### config.mk
export PLATFORM = sky130hd
export DESIGN_NAME = calendar_date_add_days_core
export DESIGN_NICKNAME = d
export VERILOG_FILES = /design/src/sv/cdad_pkg.sv /design/src/sv/calendar_date_add_days_core.sv
export VERILOG_INCLUDE_DIRS = /design/src /design/src/sv
export SDC_FILE = /design/constraint.sdc
export NUM_CORES = 1
export LEC_CHECK = 0
export ABC_AREA = 1
export BUFFER_PORTS_ARGS = -buffer_cell sky130_fd_sc_hd__buf_2
export CORE_MARGIN = 2
export CORE_UTILIZATION = 50
export DETAILED_ROUTE_END_ITERATION = 10
export GPL_ROUTABILITY_DRIVEN = 0
export PLACE_DENSITY = 0.8
export SYNTH_ARGS = -nofsm -noshare
export SYNTH_HDL_FRONTEND = slang
export SYNTH_SLANG_ARGS = --single-unit
### constraint.sdc
create_clock -name clk_i -period 3.66 [get_ports clk_i]
set_clock_uncertainty 0.1 [all_clocks]
set_input_delay 0.915 -clock clk_i [delete_from_list [all_inputs] [get_ports clk_i]]
set_output_delay 0.915 -clock clk_i [all_outputs]
set_load 0.1 [all_outputs]
### src/sv/calendar_date_add_days_core_assert.svh
// Assertion macros for the calendar date adder core.
`ifndef CALENDAR_DATE_ADD_DAYS_CORE_ASSERT_SVH
`define CALENDAR_DATE_ADD_DAYS_CORE_ASSERT_SVH

// Same-cycle implication, clocked on clk_i, off during reset.
`define CDAD_ASSERT_SAME(lbl, ante, cons, msg) \
  lbl: assert property (@(posedge clk_i) disable iff (!rst_ni) (ante) |-> (cons)) \
    else $error(msg);

// Next-cycle implication, clocked on clk_i, off during reset.
`define CDAD_ASSERT_NEXT(lbl, ante, cons, msg) \
  lbl: assert property (@(posedge clk_i) disable iff (!rst_ni) (ante) |=> (cons)) \
    else $error(msg);

`endif

### src/sv/cdad_pkg.sv
// Shared types, constants and month-length function for the date adder.
package cdad_pkg;

  typedef enum logic [1:0] {
    ST_IDLE,
    ST_CHECK,
    ST_WALK,
    ST_DONE
  } state_e;

  typedef logic [1:0] status_t;

  localparam status_t StatusOk       = 2'd0;
  localparam status_t StatusInvalid  = 2'd1;
  localparam status_t StatusOverflow = 2'd2;

  localparam logic [3:0]  MonthJan = 4'd1;
  localparam logic [3:0]  MonthFeb = 4'd2;
  localparam logic [3:0]  MonthDec = 4'd12;
  localparam logic [15:0] YearMax  = 16'hFFFF;
  localparam logic [4:0]  DayLast  = 5'd31;

  // Days in a month; February has 29 only when the year is divisible by 4.
  function automatic logic [4:0] len_of(input logic [3:0] month, input logic [1:0] year_lsb);
    logic [4:0] len;
    case (month)
      4'd2:    len = (year_lsb == 2'd0) ? 5'd29 : 5'd28;
      4'd4:    len = 5'd30;
      4'd6:    len = 5'd30;
      4'd9:    len = 5'd30;
      4'd11:   len = 5'd30;
      default: len = 5'd31;
    endcase
    return len;
  endfunction

endpackage

### src/sv/calendar_date_add_days_core.sv
// Calendar date adder: start date plus a day count, walked one month per cycle.
//
// Input channel s_axis: one request carries day, month, year and a signed day
// count. Output channel m_axis: the resulting date with a status code in tuser
// (0 ok, 1 invalid start date, 2 year overflow saturated to 31/12/65535).
// An invalid start date returns 0/0/0; a negative count returns the start date.
// One request is in flight at a time; s_axis_tready_o is high only when idle.
// After accept the start date is checked; an invalid date or a negative
// count goes straight to the result, else the month-stepping loop (add,
// compare, subtract) walks the date forward one month boundary at a time
// until the count left falls within the current month or the year saturates.
// The result stays on m_axis until taken; a stalled sink holds the block busy.
// Reset clears the sequencer to idle with no result pending.
module calendar_date_add_days_core (
  input  logic        clk_i,
  input  logic        rst_ni,
  input  logic        s_axis_tvalid_i,
  output logic        s_axis_tready_o,
  input  logic [47:0] s_axis_tdata_i,   // in_day[4:0], in_month[8:5], in_year[24:9],
                                        // add_days[40:25], zero[47:41]
  output logic        m_axis_tvalid_o,
  input  logic        m_axis_tready_i,
  output logic [31:0] m_axis_tdata_o,   // out_day[4:0], out_month[8:5], out_year[24:9],
                                        // zero[31:25]
  output logic [1:0]  m_axis_tuser_o    // status[1:0]
);

  cdad_pkg::state_e  state_q, state_d;
  logic [4:0]        day_q, day_d;
  logic [3:0]        month_q, month_d;
  logic [15:0]       year_q, year_d;
  logic [15:0]       left_q, left_d;
  cdad_pkg::status_t status_q, status_d;

  logic [4:0]  len;
  logic [16:0] reach;
  logic        in_acc;
  logic        date_ok;

  assign in_acc = s_axis_tvalid_i && s_axis_tready_o;
  assign len    = cdad_pkg::len_of(month_q, year_q[1:0]);
  assign reach  = {12'd0, day_q} + {1'b0, left_q};
  assign date_ok = (month_q >= cdad_pkg::MonthJan) && (month_q <= cdad_pkg::MonthDec)
                   && (day_q != 5'd0) && (day_q <= len);

  always_comb begin
    state_d  = state_q;
    day_d    = day_q;
    month_d  = month_q;
    year_d   = year_q;
    left_d   = left_q;
    status_d = status_q;
    case (state_q)
      cdad_pkg::ST_IDLE: begin
        if (s_axis_tvalid_i) begin
          day_d    = s_axis_tdata_i[4:0];
          month_d  = s_axis_tdata_i[8:5];
          year_d   = s_axis_tdata_i[24:9];
          left_d   = s_axis_tdata_i[40:25];
          status_d = cdad_pkg::StatusOk;
          state_d  = cdad_pkg::ST_CHECK;
        end
      end
      cdad_pkg::ST_CHECK: begin
        if (!date_ok) begin
          day_d    = 5'd0;
          month_d  = 4'd0;
          year_d   = 16'd0;
          status_d = cdad_pkg::StatusInvalid;
          state_d  = cdad_pkg::ST_DONE;
        end else if (left_q[15]) begin
          state_d = cdad_pkg::ST_DONE;
        end else begin
          state_d = cdad_pkg::ST_WALK;
        end
      end
      cdad_pkg::ST_WALK: begin
        if (reach <= {12'd0, len}) begin
          day_d   = reach[4:0];
          state_d = cdad_pkg::ST_DONE;
        end else begin
          left_d = left_q - {11'd0, len - day_q};
          day_d  = 5'd0;
          if (month_q < cdad_pkg::MonthDec) begin
            month_d = month_q + 4'd1;
          end else if (year_q == cdad_pkg::YearMax) begin
            day_d    = cdad_pkg::DayLast;
            month_d  = cdad_pkg::MonthDec;
            status_d = cdad_pkg::StatusOverflow;
            state_d  = cdad_pkg::ST_DONE;
          end else begin
            month_d = cdad_pkg::MonthJan;
            year_d  = year_q + 16'd1;
          end
        end
      end
      cdad_pkg::ST_DONE: begin
        if (m_axis_tready_i) begin
          state_d = cdad_pkg::ST_IDLE;
        end
      end
      default: state_d = cdad_pkg::ST_IDLE;
    endcase
  end

  always_ff @(posedge clk_i or negedge rst_ni) begin
    if (!rst_ni) begin
      state_q <= cdad_pkg::ST_IDLE;
    end else begin
      state_q <= state_d;
    end
  end

  always_ff @(posedge clk_i) begin
    day_q    <= day_d;
    month_q  <= month_d;
    year_q   <= year_d;
    left_q   <= left_d;
    status_q <= status_d;
  end

  assign s_axis_tready_o = (state_q == cdad_pkg::ST_IDLE);
  assign m_axis_tvalid_o = (state_q == cdad_pkg::ST_DONE);
  assign m_axis_tdata_o  = {7'd0, year_q, month_q, day_q};
  assign m_axis_tuser_o  = status_q;

`include "calendar_date_add_days_core_assert.svh"

  `CDAD_ASSERT_SAME(a_no_overlap, s_axis_tready_o, !m_axis_tvalid_o, "ready while result pending")
  `CDAD_ASSERT_NEXT(a_accept_check, in_acc, state_q == cdad_pkg::ST_CHECK,
    "accept did not start check")
  `CDAD_ASSERT_SAME(a_walk_month, state_q == cdad_pkg::ST_WALK,
    (month_q >= cdad_pkg::MonthJan) && (month_q <= cdad_pkg::MonthDec) && (day_q <= len)
    && !left_q[15], "walk state out of range")
  `CDAD_ASSERT_SAME(a_ok_result, m_axis_tvalid_o && (status_q == cdad_pkg::StatusOk),
    (day_q != 5'd0) && (month_q >= cdad_pkg::MonthJan) && (month_q <= cdad_pkg::MonthDec),
    "ok result is not a date")

endmodule
# Word-level counts from Yosys, hierarchy flattened
# Cells that the tools add are included.
[totals] word_cells=86 mem_count=0 inputBits=52 out_inout_bits=36 reg_bits=45 latchBits=0 romBits=0 ram_bits=0
[op_classes] mul=0 reduce_logical=15 order_cmp=5 add_sub_neg=5 div_mod_pow=0 n_eq_ne=18 n_bitwise=0 n_shift=0 mux=37
[ops] operator="16-bit 2-to-1 mux" n=7
[ops] operator="16-bit one-hot mux with 3 select lines" n=1
[ops] operator="16-bit one-hot mux with 2 select lines" n=1
[ops] operator="5-bit 2-to-1 mux" n=5
[ops] operator="2-bit 2-to-1 mux" n=10
[ops] operator="4-bit 2-to-1 mux" n=5
[ops] operator="5-bit by 16-bit adder with 17-bit output" n=1
[ops] operator="17-bit by 5-bit <= comparator with 1-bit output" n=1
[ops] operator="16-bit by 1-bit adder with 16-bit output (second input constant)" n=1
[ops] operator="16-bit equality test (second input constant)" n=1
[ops] operator="16-bit by 5-bit subtractor with 16-bit output" n=1
[ops] operator="5-bit one-hot mux with 3 select lines" n=1
[ops] operator="2-bit != test (second input constant)" n=6
[ops] operator="4-bit one-hot mux with 3 select lines" n=1
[ops] operator="6-bit AND reduction" n=2
[ops] operator="4-bit by 3-bit equality test with 1-bit output (second input constant)" n=2
[ops] operator="4-bit equality test (second input constant)" n=2
[ops] operator="2-bit one-hot mux with 4 select lines" n=1
[ops] operator="4-bit AND reduction" n=2
[ops] operator="3-bit != test (second input constant)" n=2
[ops] operator="2-bit one-hot mux with 3 select lines" n=1
[ops] operator="3-bit AND reduction" n=2
[ops] operator="5-bit <= comparator" n=1
[ops] operator="5-bit nonzero test" n=1
[ops] operator="16 further kinds" n=22

# Depth between registers and ports, before layout
# Gate-level depths: netlist of the first run.
[logic_depth] depth_word=7 ltp_mapped=22

# Least setup slack after synthesis of the first run
# Ideal clock, no wire load.
[synth_timing] kind="register -> register" start="register month_q[0]" end="register left_q[13], data pin" stages_incl_launch_ff=21 arrival_ns=3.918 setup_slack_ns=-0.612 setup_ns=0.254 n_path_buf=0 path_cell_list="edfxtp_1 -> inv_1 -> ha_1 -> o21ai_0 -> a211oi_1 -> nor2_1 -> inv_1 -> ha_1 -> fa_1 -> xor2_1 -> ha_1 -> a21oi_1 -> nand2_1 -> inv_1 -> o211ai_1 -> nor2_1 -> nand3_1 -> inv_1 -> nand4_1 -> nand3_1 -> nand2_1"
[synth_via] elab_chain_len=7 word_cells_on_any_way=11
[synth_rtl] element="from (decl)" line="calendar_date_add_days_core.sv:30" text="logic [3:0] month_q, month_d;"
[synth_rtl] element="from (signal assigned)" line="calendar_date_add_days_core.sv:116" text="month_q <= month_d;"
[synth_rtl] element="4-bit equality test or 4-bit by 3-bit equality test with 1-bit output (tied branches)" line="cdad_pkg.sv:26" text="case (month)"
[synth_rtl] element="4-bit OR reduction (no source line)"
[synth_rtl] element="2-bit one-hot mux with 2 select lines (*)" line="cdad_pkg.sv:26"
[synth_rtl] element="5-bit subtractor (*)" line="calendar_date_add_days_core.sv:82" text="left_d = left_q - {11'd0, len - day_q};"
[synth_rtl] element="16-bit by 5-bit subtractor with 16-bit output (*)" line="calendar_date_add_days_core.sv:82"
[synth_rtl] element="16-bit 2-to-1 mux (*)" line="calendar_date_add_days_core.sv:78" text="if (reach <= {12'd0, len}) begin"
[synth_rtl] element="16-bit one-hot mux with 2 select lines (*)" line="calendar_date_add_days_core.sv:53" text="case (state_q)"
[synth_rtl] element="via left_d[13]" line="calendar_date_add_days_core.sv:32" text="logic [15:0] left_q, left_d;"
[synth_rtl] element="to (signal assigned)" line="calendar_date_add_days_core.sv:118" text="left_q <= left_d;"
[synth_rtl] element="to (decl)" line="calendar_date_add_days_core.sv:32"
# The timed path passes the listed nets; every way through them passes the cells marked *. The select of a mux whose other input is x is not followed.
# A chain may end at the register's enable or synchronous reset.

# Final worst setup path of the first run
# Ends and elaborated chain as after synthesis.

==> results.rst, run 1 <==
.. list-table::
   :header-rows: 1

   * - Metric
     - Value
   * - Avg Synthesized Cell Area
     - about 7.3 um2
   * - Most used cell, CP
     - sky130_fd_sc_hd__inv_2
   * - Worst setup startpoint
     - month_q[0]
   * - Final number of max-transition violations
     - 0
   * - Actual transition at the worst max-transition pin
     - 0.616 ns
   * - Input/output buffers
     - 73
   * - Fraction of registers with async set or reset after synthesis
     - between 4 and 5%
   * - Hold crit path type
     - primary input to async pin
   * - Final #Nets
     - about 700
   * - Run status
     - finished, violations left
   * - Quantity of hold-fixing buffers added after cts
     - 0
   * - Commonest register cell after synthesis
     - sky130_fd_sc_hd__edfxtp_1
   * - Share of cells above drive strength 1
     - between 20% and 30%
   * - Mapped Area
     - between 0.003 and 0.004 mm2
   * - Count of non-filler cells in the finished layout
     - ~720
   * - Critical Path Max Stage Delay
     - about 0.45 ns
   * - Worst setup slack after layout
     - -0.0290 ns
   * - Final setup violation count
     - 2
   * - Root buffer selected by CTS
     - sky130_fd_sc_hd__clkbuf_8
   * - R2R Path Start
     - month_q[0]
   * - First-iteration detailed-routing DRC count
     - between 200 and 250
   * - Global-route wire length before repair
     - approximately 16 mm
   * - Floorplan die width
     - approximately 90 um
   * - Number of diodes added for antenna fixing
     - 0
   * - Initial cell density of the core
     - 50.9%
   * - Share of the synthesized area in the top cell type
     - ~33%
   * - Leading cell type in the layout, fill and taps excluded
     - sky130_fd_sc_hd__nand2_1
   * - Area of the multi-input gates
     - 0.00233 mm2
   * - Layout filler cell count
     - roughly 690
   * - Clock transition at path regs
     - roughly 0.1 ns
   * - Remaining design rule violation count
     - 0
   * - Yosys warning count
     - 0
   * - Slowest cell on the critical path
     - sky130_fd_sc_hd__edfxtp_1
   * - Unrepaired setup endpoints after global routing
     - yes
   * - Combined buffer and inverter count along the critical path
     - 4
   * - Proportion of synthesized chip area in sequential cells
     - 34.5%
   * - Number of instances in the synthesized netlist
     - between 500 and 600
   * - Most area-hungry cell type in the Yosys netlist
     - sky130_fd_sc_hd__edfxtp_1
   * - Via-per-instance ratio
     - between 5 and 6
   * - Placed Cells incl. Taps
     - between 700 and 800
   * - I/O pins
     - 88
   * - P&R area growth vs syn
     - 19.6%
   * - Area post-placement
     - around 0.0044 mm2
   * - Core footprint
     - around 0.0076 mm2
   * - Fmax
     - about 270 MHz
   * - Hold Violations, Final
     - 0
   * - Total area of sequential cells
     - roughly 0.0013 mm2
   * - # rows
     - 32
   * - Portion of the clock cycle consumed by the worst path in the final layout
     - 101%
   * - Data required, critical path
     - approximately 3.6 ns
   * - DR vias
     - 3959
   * - Yosys reg bits
     - 45
   * - Area of the die
     - around 0.0085 mm2
   * - Kind of launch point of the worst setup path
     - flop
   * - Top library cells by usage in the layout, fill and taps aside
     - 145 x sky130_fd_sc_hd__nand2_1, 73 x sky130_fd_sc_hd__buf_2, 65 x sky130_fd_sc_hd__inv_1, 57 x sky130_fd_sc_hd__nand3_1, 43 x sky130_fd_sc_hd__edfxtp_1
   * - Crit path max fanout
     - 4
   * - Clock tree buffer depth
     - 2
   * - Critical path start-end classification
     - flop to flop
   * - Wire length per cell after detailed routing
     - 14.0 um
   * - # clock sinks
     - 45
   * - Drt pass-1 iters
     - 5
   * - Depth of the worst register-to-register path
     - 20
   * - Via count of the first global-routing pass
     - roughly 3600
   * - Rel. slew slack
     - a little under 60%
   * - Detailed-placement wirelength estimate
     - 7.53 mm
   * - Total wirelength of the detailed-routed design
     - approximately 10 mm
   * - Final period demand of the worst path
     - between 3 and 4 ns
   * - Skew-Pair Late Insertion Delay
     - 0.31 ns
   * - Leading post-synthesis cells by cell area
     - sky130_fd_sc_hd__edfxtp_1 33%, sky130_fd_sc_hd__nand2_1 15%, sky130_fd_sc_hd__nand3_1 8.0%, sky130_fd_sc_hd__ha_1 7.7%, sky130_fd_sc_hd__inv_1 6.9%
   * - CTS Buf Count
     - 5
   * - Final sum of negative setup slack
     - -0.0422 ns
   * - Register-to-Register Setup Slack
     - -0.03 ns
   * - Remaining global-route overflow
     - 0
   * - Antenna violations before repair
     - 0
   * - Pin count of the biggest net entering global routing
     - 27
   * - Routed Antenna Nets
     - 0
   * - TritonCTS clock tree
     - yes
   * - MaxCap Viol Count
     - 0
   * - Count of unique library cells instantiated by Yosys
     - 42
   * - Overall routing resource usage
     - a little under a quarter
   * - Kind of cell with the highest combined delay on the critical path
     - adder cells
   * - Crit path to
     - left_q[13]
   * - Violated checks
     - setup timing
   * - Arrival time of data at the critical path endpoint
     - roughly 3.7 ns
   * - Logic depth of the worst path, buffers included
     - 20
   * - Final std cell area, no fill
     - between 0.004 and 0.005 mm2
   * - Clock H-tree levels
     - 2
   * - Overall die height
     - slightly above 90 um
   * - Endpoint kind of the worst setup timing path
     - flop
   * - Post-synth EDFFs
     - 43
   * - Cell breakdown of the critical path
     - inv_2, ha_4, o21ai_2, a211oi_2, nor2_2, inv_2, ha_4, fa_2, xor2_1, ha_1, a21oi_2, nand2_1, inv_2, o211ai_1, nor2_1, nand3_2, inv_2, nand4_1, nand3_1, nand2_1
   * - Capture point of the worst reg-to-reg path
     - left_q[13]
## layer usage
layer	global-route usage, %	vias to the layer above	routed length, um
met5	0	-	0
met2	39.0	144	4790
li1	-	1939	-
met4	7.09	0	185
met1	31.9	1850	4480
met3	3.94	26	622
## worst min-delay path by stage
stage,end,cells after the start
after floorplan,state_q[1],2
after global placement,state_q[1],2
after CTS,state_q[1],1
final,state_q[1],1
after detailed placement,state_q[0],2
after global routing,state_q[1],1
## worst reg2reg max path, cell delays in order (launching register included)
cell and delay, ns:
sky130_fd_sc_hd__edfxtp_1 0.45, sky130_fd_sc_hd__inv_2 0.10, sky130_fd_sc_hd__ha_4 0.19, sky130_fd_sc_hd__o21ai_2 0.15
sky130_fd_sc_hd__a211oi_2 0.09, sky130_fd_sc_hd__nor2_2 0.16, sky130_fd_sc_hd__inv_2 0.07, sky130_fd_sc_hd__ha_4 0.16
sky130_fd_sc_hd__fa_2 0.36, sky130_fd_sc_hd__xor2_1 0.15, sky130_fd_sc_hd__ha_1 0.38, sky130_fd_sc_hd__a21oi_2 0.16
sky130_fd_sc_hd__nand2_1 0.09, sky130_fd_sc_hd__inv_2 0.06, sky130_fd_sc_hd__o211ai_1 0.12, sky130_fd_sc_hd__nor2_1 0.19
sky130_fd_sc_hd__nand3_2 0.12, sky130_fd_sc_hd__inv_2 0.11, sky130_fd_sc_hd__nand4_1 0.08, sky130_fd_sc_hd__nand3_1 0.10
sky130_fd_sc_hd__nand2_1 0.05
## metrics by stage
step / hold slack (ns) / setup WS (ns) / utilization, %
2_1_floorplan: 0.408 / -0.471 / -
3_3_place_gp: 0.439 / 0.0609 / 57.5
3_5_place_dp: 0.457 / -0.0428 / 57.5
4_1_cts: 0.261 / 0.00140 / 59.3
5_1_grt: 0.253 / -0.211 / 60.8
6_report: 0.262 / -0.0290 / 60.8
## cell usage after synthesis (all sizes together) (3+ instances only)
cell type,instances
nand2,161
fa,3
a21oi,18
nand4,7
xor2,3
edfxtp,43
o211ai,3
a31oi,8
clkbuf,6
ha,24
nor3,8
nor2,50
buf,10
nand3,66
o21ai,32
inv,74
## kinds of logic (layout without fill, tap and decap cells)
group                    Yosys count  in the layout  synth area share [%]
buffers and inverters             90            169                  9.58
AND/OR/NAND/NOR                  297            297                  34.5
AO/OA/AOI/OAI                     70             70                  10.9
flip-flops                        45             45                  34.5
adder cells (fa/ha/maj)           27             27                  9.26
XOR/XNOR                           5              5                  1.13
other                              1              7                0.0964
## layout make-up
cell class                      count  share of cell area [%]
Tap cell                          102                    2.74
Sequential cell                    45                    28.8
Multi-Input combinational cell    406                    50.1
Inverter                           74                    5.97
Timing Repair Buffer               87                    10.4
Clock buffer                        5                    1.48
Clock inverter                      3                   0.538
## flip-flops by register name, indices dropped and copies added, names as in the netlist
register,count
m_axis_tuser_o,2
year_q,16
state_q,2
day_q,5
left_q,16
month_q,4
## timing repair
action                                  4_1_cts  5_1_grt
resized for setup                             3       23
endpoints found under the setup margin        6        9
pin swaps                                     7       15
buffers inserted                              4        5
Power of run 1 is not shown: default switching activity piles up to over one toggle a cycle in this logic, so the estimate is an artifact.
==> run 2, diff against run 1 <==
Clock period 3.66 ns to 3.3 ns, I/O delays scaled along.
==> results.rst, run 2 (synthesis gave the netlist of run 1 again) <==
.. list-table::
   :header-rows: 1

   * - Metric
     - Value
   * - Run status
     - finished, violations left
   * - Violated checks
     - setup timing
   * - Skew-Pair Late Insertion Delay
     - about 0.32 ns
   * - DR vias
     - between 4000 and 5000
   * - Via count of the first global-routing pass
     - 3826
   * - Root buffer selected by CTS
     - sky130_fd_sc_hd__clkbuf_8
   * - Initial cell density of the core
     - 50.9%
   * - Hold Violations, Final
     - 0
   * - # rows
     - 32
   * - Worst setup slack after layout
     - -0.441 ns
   * - Detailed-placement wirelength estimate
     - just under 8 mm
   * - Clock tree buffer depth
     - 2
   * - Wire length per cell after detailed routing
     - roughly 14 um
   * - Cell breakdown of the critical path
     - ha_2, o21ai_2, a211oi_2, nor2_1, inv_1, ha_4, fa_2, xor2_1, ha_1, a21oi_2, nand2_2, inv_1, o211ai_1, nor2_1, nand3_2, inv_2, nand3_1, nand3_1, nand2_1
   * - R2R Path Start
     - month_q[1]
   * - Input/output buffers
     - 73
   * - Fmax
     - 267 MHz
   * - Leading cell type in the layout, fill and taps excluded
     - sky130_fd_sc_hd__nand2_1
   * - Drt pass-1 iters
     - 7
   * - I/O pins
     - just under 90
   * - Final sum of negative setup slack
     - -11.94 ns
   * - Portion of the clock cycle consumed by the worst path in the final layout
     - 113%
   * - Final #Nets
     - between 700 and 800
   * - Clock H-tree levels
     - 2
   * - Actual transition at the worst max-transition pin
     - 0.537 ns
   * - Endpoint kind of the worst setup timing path
     - flop
   * - Floorplan die width
     - 92.2 um
   * - Rel. slew slack
     - roughly 64%
   * - Final number of max-transition violations
     - 0
   * - Remaining global-route overflow
     - 0
   * - Crit path max fanout
     - 4
   * - Quantity of hold-fixing buffers added after cts
     - 0
   * - Data required, critical path
     - 3.27 ns
   * - Hold crit path type
     - primary input to async pin
   * - Share of cells above drive strength 1
     - a little under a third
   * - First-iteration detailed-routing DRC count
     - ~320
   * - Global-route wire length before repair
     - between 15 and 20 mm
   * - Worst setup startpoint
     - month_q[1]
   * - Overall routing resource usage
     - roughly 25%
   * - Number of diodes added for antenna fixing
     - 0
   * - Clock transition at path regs
     - ~0.1 ns
   * - # clock sinks
     - 45
   * - Slowest cell on the critical path
     - sky130_fd_sc_hd__edfxtp_1
   * - Routed Antenna Nets
     - 0
   * - Final period demand of the worst path
     - between 3 and 4 ns
   * - Final std cell area, no fill
     - between 0.005 and 0.006 mm2
   * - Pin count of the biggest net entering global routing
     - 27
   * - Remaining design rule violation count
     - 0
   * - Critical Path Max Stage Delay
     - 0.50 ns
   * - P&R area growth vs syn
     - 28.7%
   * - Core footprint
     - roughly 0.0076 mm2
   * - Top library cells by usage in the layout, fill and taps aside
     - 146 x sky130_fd_sc_hd__nand2_1, 73 x sky130_fd_sc_hd__buf_2, 66 x sky130_fd_sc_hd__inv_1, 59 x sky130_fd_sc_hd__nand3_1, 49 x sky130_fd_sc_hd__buf_4
   * - Unrepaired setup endpoints after global routing
     - yes
   * - Total wirelength of the detailed-routed design
     - around 11 mm
   * - TritonCTS clock tree
     - yes
   * - Area post-placement
     - between 0.004 and 0.005 mm2
   * - Antenna violations before repair
     - 0
   * - MaxCap Viol Count
     - 0
   * - Critical path start-end classification
     - flop to flop
   * - Final setup violation count
     - 57
   * - Registers with the most flip-flops
     - left_q x16, year_q x16, day_q x5
   * - Area of the die
     - around 0.0085 mm2
   * - Depth of the worst register-to-register path
     - 19
   * - Via-per-instance ratio
     - roughly 5.3
   * - Arrival time of data at the critical path endpoint
     - 3.71 ns
   * - CTS Buf Count
     - 5
   * - Overall die height
     - 92.2 um
   * - Kind of launch point of the worst setup path
     - flop
## run 2: cell types whose count changed in the layout (fill, tap and decap cells not counted), sizes merged
cell	previous run	this run
bufinv	0	1
buf	87	126
clkinvlp	1	0
## run 2: final cells by class
type	instances	area [um2]
tap	102	128
fill	608	2640
multi-input combinational	406	2360
timing repair buffer	126	787
sequential	45	1340
inverter	74	280
clock buffer	5	68.8
clock inverter	3	43.8
## run 2: per-stage QoR
step                util [%]  worst slack (ns)  hold WS, ns  instances
finish                  65.5            -0.441        0.177        761
global route            65.5            -0.623        0.177        761
CTS                     63.8            -0.284        0.179        754
detailed placement      60.2            -0.313        0.462        735
global placement        60.2            -0.255        0.435        735
floorplan                  -            -0.830        0.408        541
## run 2: worst paths after layout
path                               to  slack [ns]
max reg2reg                left_q[11]       -0.44
min reg2reg                state_q[1]        0.48
min                        state_q[1]        0.18
max                        left_q[11]       -0.44
max in group asynchronous  state_q[0]        2.83
min in group clk_i         state_q[1]        0.48
## run 2: repair_timing
item / in CTS / in global routing
pin swaps: 13 / 16
buffers inserted: 11 / 7
gates resized for setup: 18 / 18
endpoints found under the hold margin: 0 / 0
endpoints found under the setup margin: 26 / 56
## run 2: critical path, delay by kind of cell, from the launching register on
family,cells,cell delay (ns)
AO/OA/AOI/OAI,4,0.52
XOR/XNOR,1,0.15
adder cells (fa/ha/maj),4,1.13
buffers and inverters,3,0.28
flip-flops,1,0.50
AND/OR/NAND/NOR,7,0.81
## run 2: layer usage
layer	GRT usage (%)	routed length [um]	vias up
li1	-	-	2017
met1	33.6	4650	1867
met2	42.0	5170	158
met3	3.86	734	25
met4	8.96	225	0
met5	0	0	-
Power of run 2 is left out for the same reason.
